**src/design/tmb_pkg.sv**
```systemverilog
// Package for the timer bank tick scheduler.
// Holds the operation codes, field widths and the cell control struct.
// No dependencies; compile first.
`timescale 1ns / 1ps

package tmb_pkg;

  localparam int unsigned MODE_W     = 2;
  localparam int unsigned SLOT_W     = 4;
  localparam int unsigned INTERVAL_W = 32;

  typedef enum logic [MODE_W-1:0] {
    MODE_TICK  = 2'd0,
    MODE_START = 2'd1,
    MODE_STOP  = 2'd2,
    MODE_NONE  = 2'd3
  } tmb_mode_e;

  typedef struct packed {
    logic shift;
    logic load;
    logic stop;
  } tmb_cell_ctrl_t;

endpackage

```
**src/design/tmb_in_if.sv**
```systemverilog
// Input channel of the timer bank: valid/ready handshake with the command fields.
// Depends on tmb_pkg.
`timescale 1ns / 1ps

interface tmb_in_if import tmb_pkg::*; ();
  logic                  valid;
  logic                  ready;
  logic [MODE_W-1:0]     mode;
  logic [SLOT_W-1:0]     slot;
  logic [INTERVAL_W-1:0] interval;
  logic                  one_shot;

  modport source (output valid, mode, slot, interval, one_shot, input ready);
  modport sink   (input valid, mode, slot, interval, one_shot, output ready);
endinterface

```
**src/design/tmb_out_if.sv**
```systemverilog
// Output channel of the timer bank: valid/ready handshake with one expiry record.
// Depends on tmb_pkg.
`timescale 1ns / 1ps

interface tmb_out_if import tmb_pkg::*; ();
  logic              valid;
  logic              ready;
  logic [SLOT_W-1:0] expired_slot;
  logic              was_one_shot;
  logic              last;

  modport source (output valid, expired_slot, was_one_shot, last, input ready);
  modport sink   (input valid, expired_slot, was_one_shot, last, output ready);
endinterface

```
**src/design/timer_bank_tick_scheduler_core.sv**
```systemverilog
// Timer bank tick scheduler, top level.
// Usage: commands arrive on in_i (tick, start slot, stop slot); expiry records leave
// on out_o, one per expiring slot, in ascending slot order, the final one of a tick
// marked by last. Both channels use a valid/ready handshake per transaction.
// Start and stop take effect in the cycle they are accepted and never give a result.
// A tick rotates the ring of NUM_SLOTS slot cells once through a shared decrementer
// at its head, one slot per cycle unless the rotation is held, and then hands over its
// final record in the flush state; in_i.ready is low during the scan and the flush.
// An expiry record is held back until the next expiry or the end of the scan so that
// last can be set; it moves into the output register when the head steps past the
// next expiring slot, or in the flush state.
// If out_o stalls while the output register and the held record are both full, the
// rotation holds at the next expiring slot and the flush waits; nothing is lost.
// Reset clears all active marks and the control state; periods and counts are
// undefined until a start writes them, and idle slots are never reported.
// Depends on tmb_pkg, tmb_in_if, tmb_out_if, tmb_cell and tmb_head.
`timescale 1ns / 1ps

module timer_bank_tick_scheduler_core import tmb_pkg::*; #(
  parameter int unsigned NUM_SLOTS  = 16,
  parameter int unsigned COUNT_BITS = 32
) (
  input  logic        clk_i,
  input  logic        rst_ni,
  tmb_in_if.sink      in_i,
  tmb_out_if.source   out_o
);

  localparam int unsigned STEP_W     = (NUM_SLOTS > 1) ? $clog2(NUM_SLOTS) : 1;
  localparam int unsigned CELL_IDX_W = (STEP_W > SLOT_W) ? STEP_W : SLOT_W;
  localparam int unsigned IVAL_W     = (COUNT_BITS > INTERVAL_W) ? COUNT_BITS : INTERVAL_W;

  typedef enum logic [2:0] {
    ST_IDLE  = 3'b001,
    ST_SCAN  = 3'b010,
    ST_FLUSH = 3'b100
  } tmb_state_e;

  tmb_state_e state_q, state_d;
  logic [STEP_W-1:0] step_q, step_d;

  logic              pend_valid_q, pend_valid_d;
  logic [SLOT_W-1:0] pend_slot_q, pend_slot_d;
  logic              pend_one_shot_q, pend_one_shot_d;

  logic              out_valid_q, out_valid_d;
  logic [SLOT_W-1:0] out_slot_q, out_slot_d;
  logic              out_one_shot_q, out_one_shot_d;
  logic              out_last_q, out_last_d;

  logic [COUNT_BITS-1:0] cell_period [NUM_SLOTS];
  logic [COUNT_BITS-1:0] cell_count  [NUM_SLOTS];
  logic                  cell_active [NUM_SLOTS];
  logic                  cell_one_shot [NUM_SLOTS];

  logic [COUNT_BITS-1:0] head_count;
  logic                  head_active;
  logic                  head_expire;

  logic [IVAL_W-1:0]     ival_ext;
  logic [COUNT_BITS-1:0] ival;
  logic [CELL_IDX_W-1:0] slot_ext;
  logic [CELL_IDX_W-1:0] step_ext;

  logic in_fire, out_free, do_step, do_start, do_stop;

  assign ival_ext = IVAL_W'(in_i.interval);
  assign ival     = ival_ext[COUNT_BITS-1:0];
  assign slot_ext = CELL_IDX_W'(in_i.slot);
  assign step_ext = CELL_IDX_W'(step_q);

  assign in_i.ready = (state_q == ST_IDLE);
  assign in_fire    = in_i.valid && in_i.ready;
  assign do_start   = in_fire && (in_i.mode == MODE_START);
  assign do_stop    = in_fire && (in_i.mode == MODE_STOP);
  assign out_free   = !out_valid_q || out_o.ready;

  // The head slot may advance unless it expires while a held record cannot move on.
  assign do_step = (state_q == ST_SCAN) && (!head_expire || !pend_valid_q || out_free);

  tmb_head #(
    .COUNT_BITS(COUNT_BITS)
  ) u_head (
    .period_i   (cell_period[0]),
    .count_i    (cell_count[0]),
    .active_i   (cell_active[0]),
    .one_shot_i (cell_one_shot[0]),
    .count_o    (head_count),
    .active_o   (head_active),
    .expire_o   (head_expire)
  );

  for (genvar i = 0; i < NUM_SLOTS; i++) begin : g_cell
    tmb_cell_ctrl_t        ctrl;
    logic [COUNT_BITS-1:0] nxt_period, nxt_count;
    logic                  nxt_active, nxt_one_shot;
    logic                  hit;

    assign hit        = (slot_ext == CELL_IDX_W'(i));
    assign ctrl.shift = do_step;
    assign ctrl.load  = do_start && hit;
    assign ctrl.stop  = do_stop && hit;

    if (i == NUM_SLOTS - 1) begin : g_tail
      assign nxt_period   = cell_period[0];
      assign nxt_count    = head_count;
      assign nxt_active   = head_active;
      assign nxt_one_shot = cell_one_shot[0];
    end else begin : g_mid
      assign nxt_period   = cell_period[i+1];
      assign nxt_count    = cell_count[i+1];
      assign nxt_active   = cell_active[i+1];
      assign nxt_one_shot = cell_one_shot[i+1];
    end

    tmb_cell #(
      .COUNT_BITS(COUNT_BITS)
    ) u_cell (
      .clk_i            (clk_i),
      .rst_ni           (rst_ni),
      .ctrl_i           (ctrl),
      .load_interval_i  (ival),
      .load_one_shot_i  (in_i.one_shot),
      .shift_period_i   (nxt_period),
      .shift_count_i    (nxt_count),
      .shift_active_i   (nxt_active),
      .shift_one_shot_i (nxt_one_shot),
      .period_o         (cell_period[i]),
      .count_o          (cell_count[i]),
      .active_o         (cell_active[i]),
      .one_shot_o       (cell_one_shot[i])
    );
  end

  always_comb begin
    state_d         = state_q;
    step_d          = step_q;
    pend_valid_d    = pend_valid_q;
    pend_slot_d     = pend_slot_q;
    pend_one_shot_d = pend_one_shot_q;
    out_valid_d     = out_valid_q;
    out_slot_d      = out_slot_q;
    out_one_shot_d  = out_one_shot_q;
    out_last_d      = out_last_q;

    if (out_valid_q && out_o.ready) begin
      out_valid_d = 1'b0;
    end

    case (state_q)
      ST_IDLE: begin
        if (in_fire && (in_i.mode == MODE_TICK)) begin
          state_d = ST_SCAN;
          step_d  = '0;
        end
      end
      ST_SCAN: begin
        if (do_step) begin
          if (head_expire) begin
            if (pend_valid_q) begin
              out_valid_d    = 1'b1;
              out_slot_d     = pend_slot_q;
              out_one_shot_d = pend_one_shot_q;
              out_last_d     = 1'b0;
            end
            pend_valid_d    = 1'b1;
            pend_slot_d     = step_ext[SLOT_W-1:0];
            pend_one_shot_d = cell_one_shot[0];
          end
          if (step_q == STEP_W'(NUM_SLOTS - 1)) begin
            state_d = ST_FLUSH;
          end else begin
            step_d = step_q + STEP_W'(1);
          end
        end
      end
      ST_FLUSH: begin
        if (!pend_valid_q) begin
          state_d = ST_IDLE;
        end else if (out_free) begin
          out_valid_d    = 1'b1;
          out_slot_d     = pend_slot_q;
          out_one_shot_d = pend_one_shot_q;
          out_last_d     = 1'b1;
          pend_valid_d   = 1'b0;
          state_d        = ST_IDLE;
        end
      end
      default: begin
        state_d = ST_IDLE;
      end
    endcase
  end

  always_ff @(posedge clk_i or negedge rst_ni) begin
    if (!rst_ni) begin
      state_q      <= ST_IDLE;
      step_q       <= '0;
      pend_valid_q <= 1'b0;
      out_valid_q  <= 1'b0;
    end else begin
      state_q      <= state_d;
      step_q       <= step_d;
      pend_valid_q <= pend_valid_d;
      out_valid_q  <= out_valid_d;
    end
  end

  always_ff @(posedge clk_i) begin
    pend_slot_q     <= pend_slot_d;
    pend_one_shot_q <= pend_one_shot_d;
    out_slot_q      <= out_slot_d;
    out_one_shot_q  <= out_one_shot_d;
    out_last_q      <= out_last_d;
  end

  assign out_o.valid        = out_valid_q;
  assign out_o.expired_slot = out_slot_q;
  assign out_o.was_one_shot = out_one_shot_q;
  assign out_o.last         = out_last_q;

endmodule

```
**src/design/tmb_cell.sv**
```systemverilog
// One timer slot cell of the rotating ring: period, count, active and one-shot marks.
// Depends on tmb_pkg for the control struct.
`timescale 1ns / 1ps

module tmb_cell import tmb_pkg::*; #(
  parameter int unsigned COUNT_BITS = 32
) (
  input  logic                  clk_i,
  input  logic                  rst_ni,
  input  tmb_cell_ctrl_t        ctrl_i,
  input  logic [COUNT_BITS-1:0] load_interval_i,
  input  logic                  load_one_shot_i,
  input  logic [COUNT_BITS-1:0] shift_period_i,
  input  logic [COUNT_BITS-1:0] shift_count_i,
  input  logic                  shift_active_i,
  input  logic                  shift_one_shot_i,
  output logic [COUNT_BITS-1:0] period_o,
  output logic [COUNT_BITS-1:0] count_o,
  output logic                  active_o,
  output logic                  one_shot_o
);

  logic [COUNT_BITS-1:0] period_q, period_d;
  logic [COUNT_BITS-1:0] count_q, count_d;
  logic                  active_q, active_d;
  logic                  one_shot_q, one_shot_d;

  always_comb begin
    period_d   = period_q;
    count_d    = count_q;
    active_d   = active_q;
    one_shot_d = one_shot_q;
    if (ctrl_i.shift) begin
      period_d   = shift_period_i;
      count_d    = shift_count_i;
      active_d   = shift_active_i;
      one_shot_d = shift_one_shot_i;
    end else if (ctrl_i.load) begin
      period_d   = load_interval_i;
      count_d    = load_interval_i;
      active_d   = 1'b1;
      one_shot_d = load_one_shot_i;
    end else if (ctrl_i.stop) begin
      active_d   = 1'b0;
    end
  end

  always_ff @(posedge clk_i or negedge rst_ni) begin
    if (!rst_ni) begin
      active_q   <= 1'b0;
      one_shot_q <= 1'b0;
    end else begin
      active_q   <= active_d;
      one_shot_q <= one_shot_d;
    end
  end

  always_ff @(posedge clk_i) begin
    period_q <= period_d;
    count_q  <= count_d;
  end

  assign period_o   = period_q;
  assign count_o    = count_q;
  assign active_o   = active_q;
  assign one_shot_o = one_shot_q;

endmodule

```
**src/design/tmb_head.sv**
```systemverilog
// Shared decrementer at the head of the ring: updates one slot per tick step.
// No package dependencies.
`timescale 1ns / 1ps

module tmb_head #(
  parameter int unsigned COUNT_BITS = 32
) (
  input  logic [COUNT_BITS-1:0] period_i,
  input  logic [COUNT_BITS-1:0] count_i,
  input  logic                  active_i,
  input  logic                  one_shot_i,
  output logic [COUNT_BITS-1:0] count_o,
  output logic                  active_o,
  output logic                  expire_o
);

  logic [COUNT_BITS-1:0] count_dec;

  assign count_dec = count_i - COUNT_BITS'(1);
  assign expire_o  = active_i && (count_dec == '0);

  always_comb begin
    count_o  = count_i;
    active_o = active_i;
    if (active_i) begin
      count_o = count_dec;
      if (expire_o) begin
        // A periodic slot reloads; a one-shot slot goes idle with its count at zero.
        if (one_shot_i) begin
          active_o = 1'b0;
        end else begin
          count_o = period_i;
        end
      end
    end
  end

endmodule

```
**src/flat_wrapper.sv**
```systemverilog
// flat-port wrapper written by rule: the top's interface ports become plain ports
module timer_bank_tick_scheduler_core_flat import tmb_pkg::*;
#(
  parameter int unsigned NUM_SLOTS  = 16,
  parameter int unsigned COUNT_BITS = 32
)
  (clk_i, rst_ni, in_i_valid, in_i_mode, in_i_slot, in_i_interval, in_i_one_shot, in_i_ready, out_o_valid, out_o_expired_slot, out_o_was_one_shot, out_o_last, out_o_ready);
  tmb_in_if in_i_i ();
  tmb_out_if out_o_i ();
  input  logic clk_i;
  input  logic rst_ni;
  input wire logic [$bits(in_i_i.valid)-1:0] in_i_valid;
  input wire logic [$bits(in_i_i.mode)-1:0] in_i_mode;
  input wire logic [$bits(in_i_i.slot)-1:0] in_i_slot;
  input wire logic [$bits(in_i_i.interval)-1:0] in_i_interval;
  input wire logic [$bits(in_i_i.one_shot)-1:0] in_i_one_shot;
  output wire logic [$bits(in_i_i.ready)-1:0] in_i_ready;
  output wire logic [$bits(out_o_i.valid)-1:0] out_o_valid;
  output wire logic [$bits(out_o_i.expired_slot)-1:0] out_o_expired_slot;
  output wire logic [$bits(out_o_i.was_one_shot)-1:0] out_o_was_one_shot;
  output wire logic [$bits(out_o_i.last)-1:0] out_o_last;
  input wire logic [$bits(out_o_i.ready)-1:0] out_o_ready;
  assign in_i_i.valid = in_i_valid;
  assign in_i_i.mode = in_i_mode;
  assign in_i_i.slot = in_i_slot;
  assign in_i_i.interval = in_i_interval;
  assign in_i_i.one_shot = in_i_one_shot;
  assign in_i_ready = in_i_i.ready;
  assign out_o_valid = out_o_i.valid;
  assign out_o_expired_slot = out_o_i.expired_slot;
  assign out_o_was_one_shot = out_o_i.was_one_shot;
  assign out_o_last = out_o_i.last;
  assign out_o_i.ready = out_o_ready;
  timer_bank_tick_scheduler_core #(.NUM_SLOTS(NUM_SLOTS), .COUNT_BITS(COUNT_BITS)) u_core (.clk_i(clk_i), .rst_ni(rst_ni), .in_i(in_i_i), .out_o(out_o_i));
endmodule
```
**config.mk**
```make
export PLATFORM = sky130hd
export DESIGN_NAME = timer_bank_tick_scheduler_core_flat
export DESIGN_NICKNAME = d
export VERILOG_FILES = /design/src/design/tmb_pkg.sv /design/src/design/tmb_in_if.sv /design/src/design/tmb_out_if.sv /design/src/design/timer_bank_tick_scheduler_core.sv /design/src/design/tmb_cell.sv /design/src/design/tmb_head.sv /design/src/flat_wrapper.sv
export SDC_FILE = /design/constraint.sdc
export NUM_CORES = 1
export LEC_CHECK = 0
export BUFFER_PORTS_ARGS = -buffer_cell sky130_fd_sc_hd__buf_2
export CAP_MARGIN = 20
export CORE_MARGIN = 3
export CORE_UTILIZATION = 30
export CTS_CLUSTER_DIAMETER = 40
export DETAILED_ROUTE_END_ITERATION = 10
export GPL_TIMING_DRIVEN = 0
export PLACE_DENSITY_LB_ADDON = 0.3
export SLEW_MARGIN = 5
export SYNTH_ARGS = -nofsm -noshare
export SYNTH_HDL_FRONTEND = slang
export SYNTH_HIERARCHICAL = 1
export SYNTH_SLANG_ARGS = --single-unit
```
**constraint.sdc**
```tcl
create_clock -name clk_i -period 4.9 [get_ports clk_i]
set_input_delay 0.49 -clock clk_i [delete_from_list [all_inputs] [get_ports clk_i]]
set_output_delay 0.49 -clock clk_i [all_outputs]
set_load 0.02 [all_outputs]
```
# --- Word-level counts from Yosys, hierarchy flattened ---
# Index checks and enable logic that the tools add are counted.
word_totals:
  word_cells: 366
  romBits: 0
  input_bits: 43
  latchBits: 0
  ramBits: 0
  mem_count: 0
  ff_bits: 1076
  output_inout_bits: 8
classes:
  eq_ne: 30
  add_sub_neg: 2
  n_lt_le_gt_ge: 0
  multipliers: 0
  n_div: 0
  bitwise: 0
  n_reduce_logical: 87
  n_shift: 0
  muxes: 174
ops:
  columns: ["op", "count"]
  rows:
  - ["32-bit two-way mux", 51]
  - ["1-bit two-way mux", 103]
  - ["3-bit nonzero test", 16]
  - ["1-bit logical AND", 39]
  - ["4-bit equality test (second input constant)", 9]
  - ["2-bit nonzero test", 18]
  - ["32-bit zero test", 1]
  - ["4-bit two-way mux", 8]
  - ["32-bit by 1-bit subtractor with 32-bit output (second input constant)", 1]
  - ["4-bit by 3-bit equality test with 1-bit output (second input constant)", 4]
  - ["4-bit one-hot mux with 2 select lines", 2]
  - ["3-bit two-way mux", 5]
  - ["2-bit by 1-bit != test with 1-bit output (second input constant)", 5]
  - ["3-bit one-hot mux with 3 select lines", 1]
  - ["4-bit by 2-bit equality test with 1-bit output (second input constant)", 2]
  - ["1-bit one-hot mux with 2 select lines", 4]
  - ["4-bit AND reduction", 2]
  - ["2-bit != test (second input constant)", 3]
  - ["3-bit AND reduction", 2]
  - ["6-bit AND reduction", 1]
  - ["4-bit by 1-bit adder with 4-bit output (second input constant)", 1]
  - ["4-bit by 1-bit equality test with 1-bit output (second input constant)", 1]
  - ["4-bit zero test", 1]
  - ["3-bit by 1-bit equality test with 1-bit output (second input constant)", 1]
  - ["other kinds (8)", 12]

# --- Logic depth before layout (Yosys ltp) ---
# Gate-level depths: netlist (run 1).
depth:
  ltp_word: 9
  mapped_depth: 15
  ltp_nobuf: 12

# --- Hierarchy ---
# The synthesis (run 1) kept the hierarchy.
by_module_without_submodules:
  columns: ["module", "cells_per_inst", "area_per_inst_um2", "n_inst"]
  rows:
  - ["tmb_cell", 244, 2765.2, 16]
  - ["tmb_head", 253, 1599.0, 1]
  - ["timer_bank_tick_scheduler_core", 121, 1116.1, 1]

# --- Worst setup path before layout (run 1) ---
# Ideal clock, no wire load.
synth_timing:
  path_type: "register -> register"
  startpoint: "register u_core.g_cell[0].u_cell.count_q[0]"
  endpoint: "register u_core.g_cell[0].u_cell.count_q[0] (enable)"
  arrival_ps: 4558
  period_less_slack_ps: 4953
  setup_time_ps: 394
  setup_slack_ps: -53
  path_stages_with_launch: 15
  path_cell_list: "edfxtp_1 -> clkbuf_1 -> inv_1 -> ha_1 -> or4b_1 -> clkbuf_2 -> nor3_1 -> a21oi_1 -> o211a_1 -> nand3b_1 -> nor3_1 -> a21boi_2 -> buf_6 -> buf_6 -> or2_2"
synth_between:
  elab_chain_cells: 8
synth_lines:
  columns: ["item", "line", "rtl"]
  rows:
  - ["from (decl)", "tmb_cell.sv:24", "logic [COUNT_BITS-1:0] count_q, count_d;"]
  - ["from (signal assigned)", "tmb_cell.sv:60", "count_q <= count_d;"]
  - ["32-bit by 1-bit subtractor with 32-bit output", "tmb_head.sv:19", "assign count_dec = count_i - COUNT_BITS'(1);"]
  - ["32-bit zero test", "tmb_head.sv:20", "assign expire_o = active_i && (count_dec == '0);"]
  - ["1-bit logical AND", "tmb_head.sv:20", null]
  - ["named net u_core.head_expire", "timer_bank_tick_scheduler_core.sv:58", "logic head_expire;"]
  - ["1-bit zero test", "timer_bank_tick_scheduler_core.sv:79", "assign do_step = (state_q == ST_SCAN) && (!head_expire || !pend_valid_q || out_free);"]
  - ["1-bit logical OR (2 in a row)", "timer_bank_tick_scheduler_core.sv:79", null]
  - ["1-bit logical AND", "timer_bank_tick_scheduler_core.sv:79", null]
  - ["named net u_core.do_step", "timer_bank_tick_scheduler_core.sv:65", "logic in_fire, out_free, do_step, do_start, do_stop;"]
  - ["2-bit nonzero test (no source line)", null, null]
# The timed path passes the listed nets, and every way through them passes these cells.
# A chain may end at the register's enable or synchronous reset.

# --- Worst setup path after layout (run 1) ---
layout_timing:
  startpoint: "register u_core.g_cell[0].u_cell.count_q[1]"
  endpoint: "register u_core.g_cell[9].u_cell.period_q[9] (enable)"
layout_between:
  elab_chain_cells: 8
layout_lines:
  columns: ["item", "line", "rtl"]
  rows:
  - ["32-bit by 1-bit subtractor with 32-bit output", "tmb_head.sv:19", null]
  - ["32-bit zero test", "tmb_head.sv:20", null]
  - ["1-bit logical AND", "tmb_head.sv:20", null]
  - ["named net u_core.head_expire", "timer_bank_tick_scheduler_core.sv:58", null]
  - ["1-bit zero test", "timer_bank_tick_scheduler_core.sv:79", null]
  - ["1-bit logical OR (2 in a row)", "timer_bank_tick_scheduler_core.sv:79", null]
  - ["1-bit logical AND", "timer_bank_tick_scheduler_core.sv:79", null]
  - ["named net u_core.do_step", "timer_bank_tick_scheduler_core.sv:65", null]
  - ["2-bit nonzero test (no source line)", null, null]
  - ["to (signal assigned)", "tmb_cell.sv:59", "period_q <= period_d;"]
  - ["to (decl)", "tmb_cell.sv:23", "logic [COUNT_BITS-1:0] period_q, period_d;"]
# The timed path passes the listed nets, and every way through them passes these cells.

==> impl_metrics.env, run 1 <==
export IMPL_place_hpwl_um=89900
export IMPL_gr_total_overflow=0
export IMPL_tritoncts="yes"
export IMPL_crit_chain="inv_1 -> ha_4 -> or4b_1 -> buf_2 -> or3_4 -> a21oi_2 -> and4_1 -> nand4_1 -> nor3_4 -> buf_12 -> a21boi_4 -> buf_16 -> buf_12 -> buf_6 -> buf_6 -> or2_4 -> buf_16"
export IMPL_ant_nets=0
export IMPL_ir_drop_v=0.000288
export IMPL_via_per_inst=4.70
export IMPL_synth_top_area_share_pct=66.2
export IMPL_fillers=15063
export IMPL_critPathMaxStageDelay_ns=0.53
export IMPL_r2r_start="u_core/g_cell[0].u_cell/count_o[1]$_DFFE_PP_"
export IMPL_worst_slew_margin_rel_pct=36.1
export IMPL_hold_class="in2async"
export IMPL_synth_async_sr_flop_share_pct=3.81
export IMPL_core_area_um2=155000
export IMPL_critPathMaxFanout=44
export IMPL_routed_wl_um=135000
export IMPL_min_period_over_period_pct=98.2
export IMPL_synth_edf_count=1035
export IMPL_power_leakage_nw=21.2
export IMPL_start_kind="flip-flop"
export IMPL_io_pins=51
export IMPL_cts_sinks=1076
export IMPL_rsz0062_at_grt="no"
export IMPL_numCtsBuffers=155
export IMPL_die_h_um=402
export IMPL_placed_cell_area_um2=50300
export IMPL_criticalPathCategory="reg2reg"
export IMPL_drive_gt1_share_pct=12.0
export IMPL_setup_viol=0
export IMPL_max_freq_mhz=208
export IMPL_synth_main_ff_cell="edfxtp_1"
export IMPL_drt_iter0_markers=2905
export IMPL_clkTransAtPathRegs_ns=0.06
export IMPL_layout_min_cycle_time_ns=4.81
export IMPL_final_hold_violation_count=0
export IMPL_drv_slew=0
export IMPL_total_power_mw=25.2
export IMPL_drc=0
export IMPL_route_met3_wl_um=10500
export IMPL_vias=31534
export IMPL_row_count=144
export IMPL_gp_congestion=0.870
export IMPL_yosysSeqAreaShare_pct=68.4
export IMPL_wl_per_cell_um=20.1
export IMPL_gr_usage_all_layers_pct=16.5
export IMPL_root_buffer="clkbuf_16"
export IMPL_path_buf_inv=8
export IMPL_ys_top_cells_by_area="edfxtp_1 (66%), nand2_1 (17%), nand2b_1 (7.1%)"
export IMPL_cp_endpoint="u_core/g_cell[9].u_cell/period_o[9]$_DFFE_PP_"
export IMPL_clkLatencyLatePin_ns=0.80
export IMPL_powerDensity_nw_per_um2=450
export IMPL_final_cell_mix="nand2_1 (2088), edfxtp_1 (1035), nand2b_1 (532)"
export IMPL_drv_cap=0
export IMPL_fin_cells=6709
export IMPL_wl_met2_um=59600
export IMPL_netlist_area_um2=47000
export IMPL_critPathTopFamily="simple AND/OR/NAND/NOR gates"
export IMPL_grt_pass1_vias=30963
export IMPL_syn_inst=4278
export IMPL_initial_core_util_pct=30.3
export IMPL_crit_required_ns=5.37
export IMPL_worst_setup_path_startpoint="u_core/g_cell[0].u_cell/count_o[1]$_DFFE_PP_"
export IMPL_fin_area_um2=56000
export IMPL_antenna_found_initial=15
export IMPL_cp_arrival_ns=5.28
export IMPL_yosys_area_top_type="edfxtp_1"
export IMPL_cp_slowest_cell="edfxtp_1"
export IMPL_layout_nets=4574
export IMPL_tightestPinTransition_ns=0.955
export IMPL_r2r_cells=17
export IMPL_place_inst=6390
export IMPL_fin_util_pct=36.2
export IMPL_ys_ff_latch=1076
export IMPL_final_common_cell="nand2_1"
export IMPL_grt_first_pass_wirelength_um=198000
export IMPL_ys_warn_count=6
export IMPL_m1WireLength_um=60100
export IMPL_status="finished clean"
export IMPL_io_buffers=50
export IMPL_area_delta_synth_final_pct=19.3
export IMPL_die_area_um2=161000
export IMPL_syn_area_per_cell_um2=11.0
export IMPL_r2r_end="u_core/g_cell[9].u_cell/period_o[9]$_DFFE_PP_"
export IMPL_die_w_um=402
export IMPL_top_layer_used="met5"
export IMPL_clock_path_buffers=3
export IMPL_htree_levels=4
export IMPL_synth_cell_types=70
export IMPL_syn_nets=4324
export IMPL_final_setup_skew_ns=0.0527
export IMPL_regToRegSetupSlack_ns=0.09
export IMPL_grt_start_max_net_pins=45
export IMPL_endpoint_kind="flip-flop"
export IMPL_cp_num_cells=17
export IMPL_dr_pass1_iters=5
## final cells by class
type / count / area, µm² / area share, %
Clock buffer: 170 / 3940 / 7.02
Inverter: 8 / 30.0 / 0.0536
Antenna cell: 7 / 17.5 / 0.0313
Multi-Input combinational cell: 3002 / 13800 / 24.7
Timing Repair Buffer: 84 / 888 / 1.59
Sequential cell: 1076 / 32100 / 57.3
Tap cell: 2044 / 2560 / 4.56
Buffer: 201 / 1180 / 2.11
Clock inverter: 117 / 1490 / 2.67
## sequential cells by signal, summed over array words and instances (netlist names)
register                         cells
u_core/g_cell.u_cell/count_o       512
u_core/pend_one_shot_q               1
u_core/pend_valid_q                  1
u_core/g_cell.u_cell/period_o      512
u_core/out_o.last                    1
u_core/g_cell.u_cell/active_o       16
u_core/step_ext                      4
u_core/out_o.was_one_shot            1
u_core/pend_slot_q                   4
u_core/out_o.expired_slot            4
u_core/out_o.valid                   1
u_core/g_cell.u_cell/one_shot_o     16
u_core/state_q                       3
## timing repair
| action | in CTS | in global routing |
|---|---|---|
| setup endpoints to repair | 1533 | 886 |
| buffers inserted | 11 | 2 |
| endpoints found under the hold margin | 41 | 0 |
| hold buffers | 2 | 0 |
| pin swaps | 2 | 2 |
| cloned | 10 | 0 |
| gates resized for setup | 3 | 13 |
## stage by stage
stage / TNS, ns / hold slack [ns] / worst slack, ns
after floorplan: 0 / 0.194 / 0.195
after global routing: 0 / 0.117 / 0.0103
after global placement: -2756.54 / 0.405 / -2.20
after CTS: 0 / 0.0630 / 0.0326
final: 0 / 0.117 / 0.0871
after detailed placement: -429.10 / 0.406 / -0.719
## worst register-to-register path, stage by stage, from the launching register on
cell	delay (ns)
edfxtp_1	0.53
inv_1	0.19
ha_4	0.18
or4b_1	0.43
buf_2	0.19
or3_4	0.44
a21oi_2	0.17
and4_1	0.24
nand4_1	0.20
nor3_4	0.27
buf_12	0.15
a21boi_4	0.07
buf_16	0.17
buf_12	0.18
buf_6	0.24
buf_6	0.22
or2_4	0.34
buf_16	0.21
## cell usage after synthesis, drive strengths merged (3+ instances only)
library cell	number
nand2	2088
edfxtp	1035
nand2b	532
buf	171
nor2	60
dfrtp	40
clkbuf	31
o21ai	31
nand3	24
nor2b	20
or2	20
a21oi	18
mux2i	18
o31a	18
nor3	17
a21o	12
nor4	11
or3	10
inv	8
nor3b	8
or4	8
xnor2	8
xor2	7
and3	6
nand4	6
a211oi	5
nand3b	4
nand4b	4
o211ai	4
o31ai	4
a211o	3
a311o	3
a31o	3
a31oi	3
and4	3
and4b	3
ha	3
o21bai	3
or4b	3
## cells by family after synthesis
logic type	count (synthesis)	share of synthesized area, %
muxes	19	0.408
buffers and inverters	210	2.59
AOI/OAI and AO/OA	122	1.83
adders and majority gates	3	0.0799
and+or+nand+nor	2833	26.4
DFF	1076	68.4
xor gates and xnor gates	15	0.280
## worst min path at each step
| stage | cells past startpoint | startpoint | end |
|---|---|---|---|
| 2_1_floorplan | 0 | rst_ni | u_core/g_cell[0].u_cell/active_o$_DFFE_PN0P_ |
| 3_3_place_gp | 0 | u_core/pend_slot_q[3]$_DFFE_PP_ | u_core/out_o.expired_slot[3]$_DFFE_PP_ |
| 3_5_place_dp | 0 | u_core/pend_one_shot_q$_DFFE_PP_ | u_core/out_o.was_one_shot$_DFFE_PP_ |
| 4_1_cts | 4 | in_i_mode[0] | u_core/state_q[1]$_DFFE_PN0P_ |
| 5_1_grt | 2 | rst_ni | u_core/step_ext[2]$_DFFE_PN0P_ |
| 6_report | 2 | rst_ni | u_core/out_o.valid$_DFF_PN0_ |
## per-layer routing
metal	GRT usage, %	vias up
li1	-	14821
met1	23.0	15287
met2	25.2	1176
met3	3.43	246
met4	6.35	4
met5	0	-
## where the power goes
group	leakage (nW)	total, mW	switching [mW]	internal [mW]
clock network	2.61	11.5	4.53	6.93
logic	8.70	2.53	1.76	0.774
registers	9.87	11.2	0.227	11.0
Power figures use the tool's default switching activity.
==> run 2: changes to the inputs <==
PLACE_DENSITY_LB_ADDON = 0.1   (was 0.3)
==> run 2 against run 1 <==
First-iteration DRC count is 10% lower. Setup slack worse by 0.0023 ns. Sequential share of layout area down 1.0 points. Power is 7.5% higher. Maximum frequency barely moved. Die area did not move. Wire length rose by 14%. Register-to-register slack about the same. Design area up 1.8%. Critical path type unchanged. Critical endpoint is now u_core/g_cell[10].u_cell/period_o[7]$_DFFE_PP_. Largest power group unchanged. Highest routed layer is now met4.
==> impl_metrics.env, run 2 (synthesis gave the netlist of run 1 again) <==
export IMPL_root_buffer="clkbuf_16"
export IMPL_critPathMaxFanout=44
export IMPL_clock_path_buffers=3
export IMPL_r2r_cells=18
export IMPL_start_kind="flip-flop"
export IMPL_layout_nets=4607
export IMPL_drive_gt1_share_pct=13.0
export IMPL_hold_path_startpoint="in_i_mode[1]"
export IMPL_final_setup_skew_ns=0.0402
export IMPL_ant_nets=0
export IMPL_layout_min_cycle_time_ns=4.82
export IMPL_final_common_cell="nand2_1"
export IMPL_drv_cap=0
export IMPL_powerDensity_nw_per_um2=475
export IMPL_finalSetupTns_ns=0
export IMPL_die_w_um=402
export IMPL_setup_viol=0
export IMPL_numCtsBuffers=183
export IMPL_drv_slew=0
export IMPL_fin_area_um2=57100
export IMPL_fillers=15294
export IMPL_grt_pass1_vias=31624
export IMPL_critPathMaxStageDelay_ns=0.46
export IMPL_holdPathEnd="u_core/state_q[1]$_DFFE_PN0P_"
export IMPL_area_delta_synth_final_pct=21.5
export IMPL_max_freq_mhz=208
export IMPL_core_area_um2=155000
export IMPL_wl_per_cell_um=22.6
export IMPL_routed_wl_um=153000
export IMPL_io_pins=51
export IMPL_htree_levels=4
export IMPL_gp_congestion=0.832
export IMPL_status="finished clean"
export IMPL_drt_iter0_markers=2604
export IMPL_hold_class="in2reg"
export IMPL_min_period_over_period_pct=98.3
export IMPL_ir_drop_v=0.000329
export IMPL_gr_usage_all_layers_pct=18.8
export IMPL_criticalPathCategory="reg2reg"
export IMPL_cp_arrival_ns=5.25
export IMPL_clkLatencyLatePin_ns=0.79
export IMPL_antenna_found_initial=18
export IMPL_io_buffers=50
export IMPL_crit_chain="clkbuf_4 -> inv_1 -> ha_2 -> or4b_1 -> buf_2 -> or3_4 -> o21a_1 -> nor3b_2 -> nand3b_1 -> nor3_4 -> buf_12 -> a21boi_4 -> buf_16 -> buf_12 -> buf_6 -> buf_6 -> or2_4 -> buf_16"
export IMPL_tightestPinTransition_ns=1.14
export IMPL_worst_slew_margin_rel_pct=23.5
export IMPL_row_count=144
export IMPL_power_leakage_nw=21.7
export IMPL_grt_first_pass_wirelength_um=220000
export IMPL_crit_required_ns=5.34
export IMPL_r2r_start="u_core/g_cell[0].u_cell/count_o[0]$_DFFE_PP_"
export IMPL_drc=0
export IMPL_endpoint_kind="flip-flop"
export IMPL_initial_core_util_pct=30.3
export IMPL_final_hold_violation_count=0
export IMPL_clkTransAtPathRegs_ns=0.05
export IMPL_tritoncts="yes"
export IMPL_r2r_end="u_core/g_cell[10].u_cell/period_o[7]$_DFFE_PP_"
export IMPL_grt_start_max_net_pins=45
export IMPL_cts_sinks=1076
export IMPL_place_hpwl_um=101000
export IMPL_regToRegSetupSlack_ns=0.08
export IMPL_via_per_inst=4.65
export IMPL_gr_total_overflow=0
export IMPL_placed_cell_area_um2=50300
export IMPL_holdPathStages=4
export IMPL_final_cell_mix="nand2_1 (2088), edfxtp_1 (1035), nand2b_1 (532)"
export IMPL_worst_setup_path_startpoint="u_core/g_cell[0].u_cell/count_o[0]$_DFFE_PP_"
export IMPL_dr_pass1_iters=5
export IMPL_die_area_um2=161000
export IMPL_cp_slowest_cell="or4b_1"
export IMPL_vias=31512
export IMPL_die_h_um=402
## run 2: cell count changes in the layout (fill, tap and decap cells not counted), sizes merged
cell	delta
clkbuf	+35
clkinvlp	-2
diode	+1
inv	+4
clkinv	+12
buf	+3
bufinv	+10
or2	+1
## run 2: timing repair
item / in CTS / in global routing
setup endpoints to repair: 1708 / 865
buffers inserted: 13 / 3
endpoints found under the hold margin: 41 / 0
gates cloned: 10 / 1
hold buffers: 2 / 0
gates resized for setup: 4 / 15
pin swaps: 2 / 1
## run 2: critical path: cells and delay by family (launching register included)
kind,cells,cell delay (ns)
and+or+nand+nor,6,1.80
buffers and inverters,9,1.57
DFF,1,0.39
AOI/OAI and AO/OA,2,0.30
adders and majority gates,1,0.23
## run 2: layout make-up
type	instances	area (µm²)	area share, %
clock buffer	204	4700	8.24
antenna	8	20.0	0.0351
buffer	201	1190	2.09
sequential	1076	32100	56.3
clock inverter	141	1670	2.93
multi-input combinational	3003	13800	24.2
inverter	8	30.0	0.0526
timing repair buffer	88	951	1.67
tap	2044	2560	4.48
## run 2: through the flow
stage	hold slack, ns	cells	power [mW]	setup slack, ns	utilization (%)
global placement	0.405	6372	14.0	-2.47	32.2
CTS	0.0893	6760	27.4	0.0285	36.8
global route	0.143	6766	28.2	-0.000941	36.9
detailed placement	0.407	6390	14.0	-0.946	32.5
finish	0.153	6773	27.1	0.0848	36.9
floorplan	0.194	4278	12.8	0.195	-
## run 2: worst max-delay path by stage
| stage | to | slack [ns] | cells past startpoint |
|---|---|---|---|
| floorplan | u_core/g_cell[0].u_cell/count_o[0]$_DFFE_PP_ | 0.19 | 14 |
| finish | u_core/g_cell[10].u_cell/period_o[7]$_DFFE_PP_ | 0.08 | 18 |
| CTS | u_core/g_cell[8].u_cell/period_o[1]$_DFFE_PP_ | 0.03 | 18 |
| global route | u_core/g_cell[7].u_cell/period_o[9]$_DFFE_PP_ | -0.0009 | 18 |
| global placement | u_core/g_cell[8].u_cell/period_o[16]$_DFFE_PP_ | -2.47 | 14 |
| detailed placement | u_core/g_cell[7].u_cell/period_o[16]$_DFFE_PP_ | -0.95 | 14 |
## run 2: power breakdown
part	switching (mW)	internal [mW]	total (mW)
clock network	4.76	8.46	13.2
logic	1.86	0.781	2.64
registers	0.237	11.0	11.2
total	6.86	20.2	27.1
## run 2: metal layers
layer / up-vias / share of wire (%) / track usage, %
li1: 14952 / - / -
met1: 15446 / 47 / 27.1
met2: 903 / 43 / 28.1
met3: 211 / 7.5 / 5.09
met4: 0 / 1.9 / 4.69
met5: - / 0 / 0
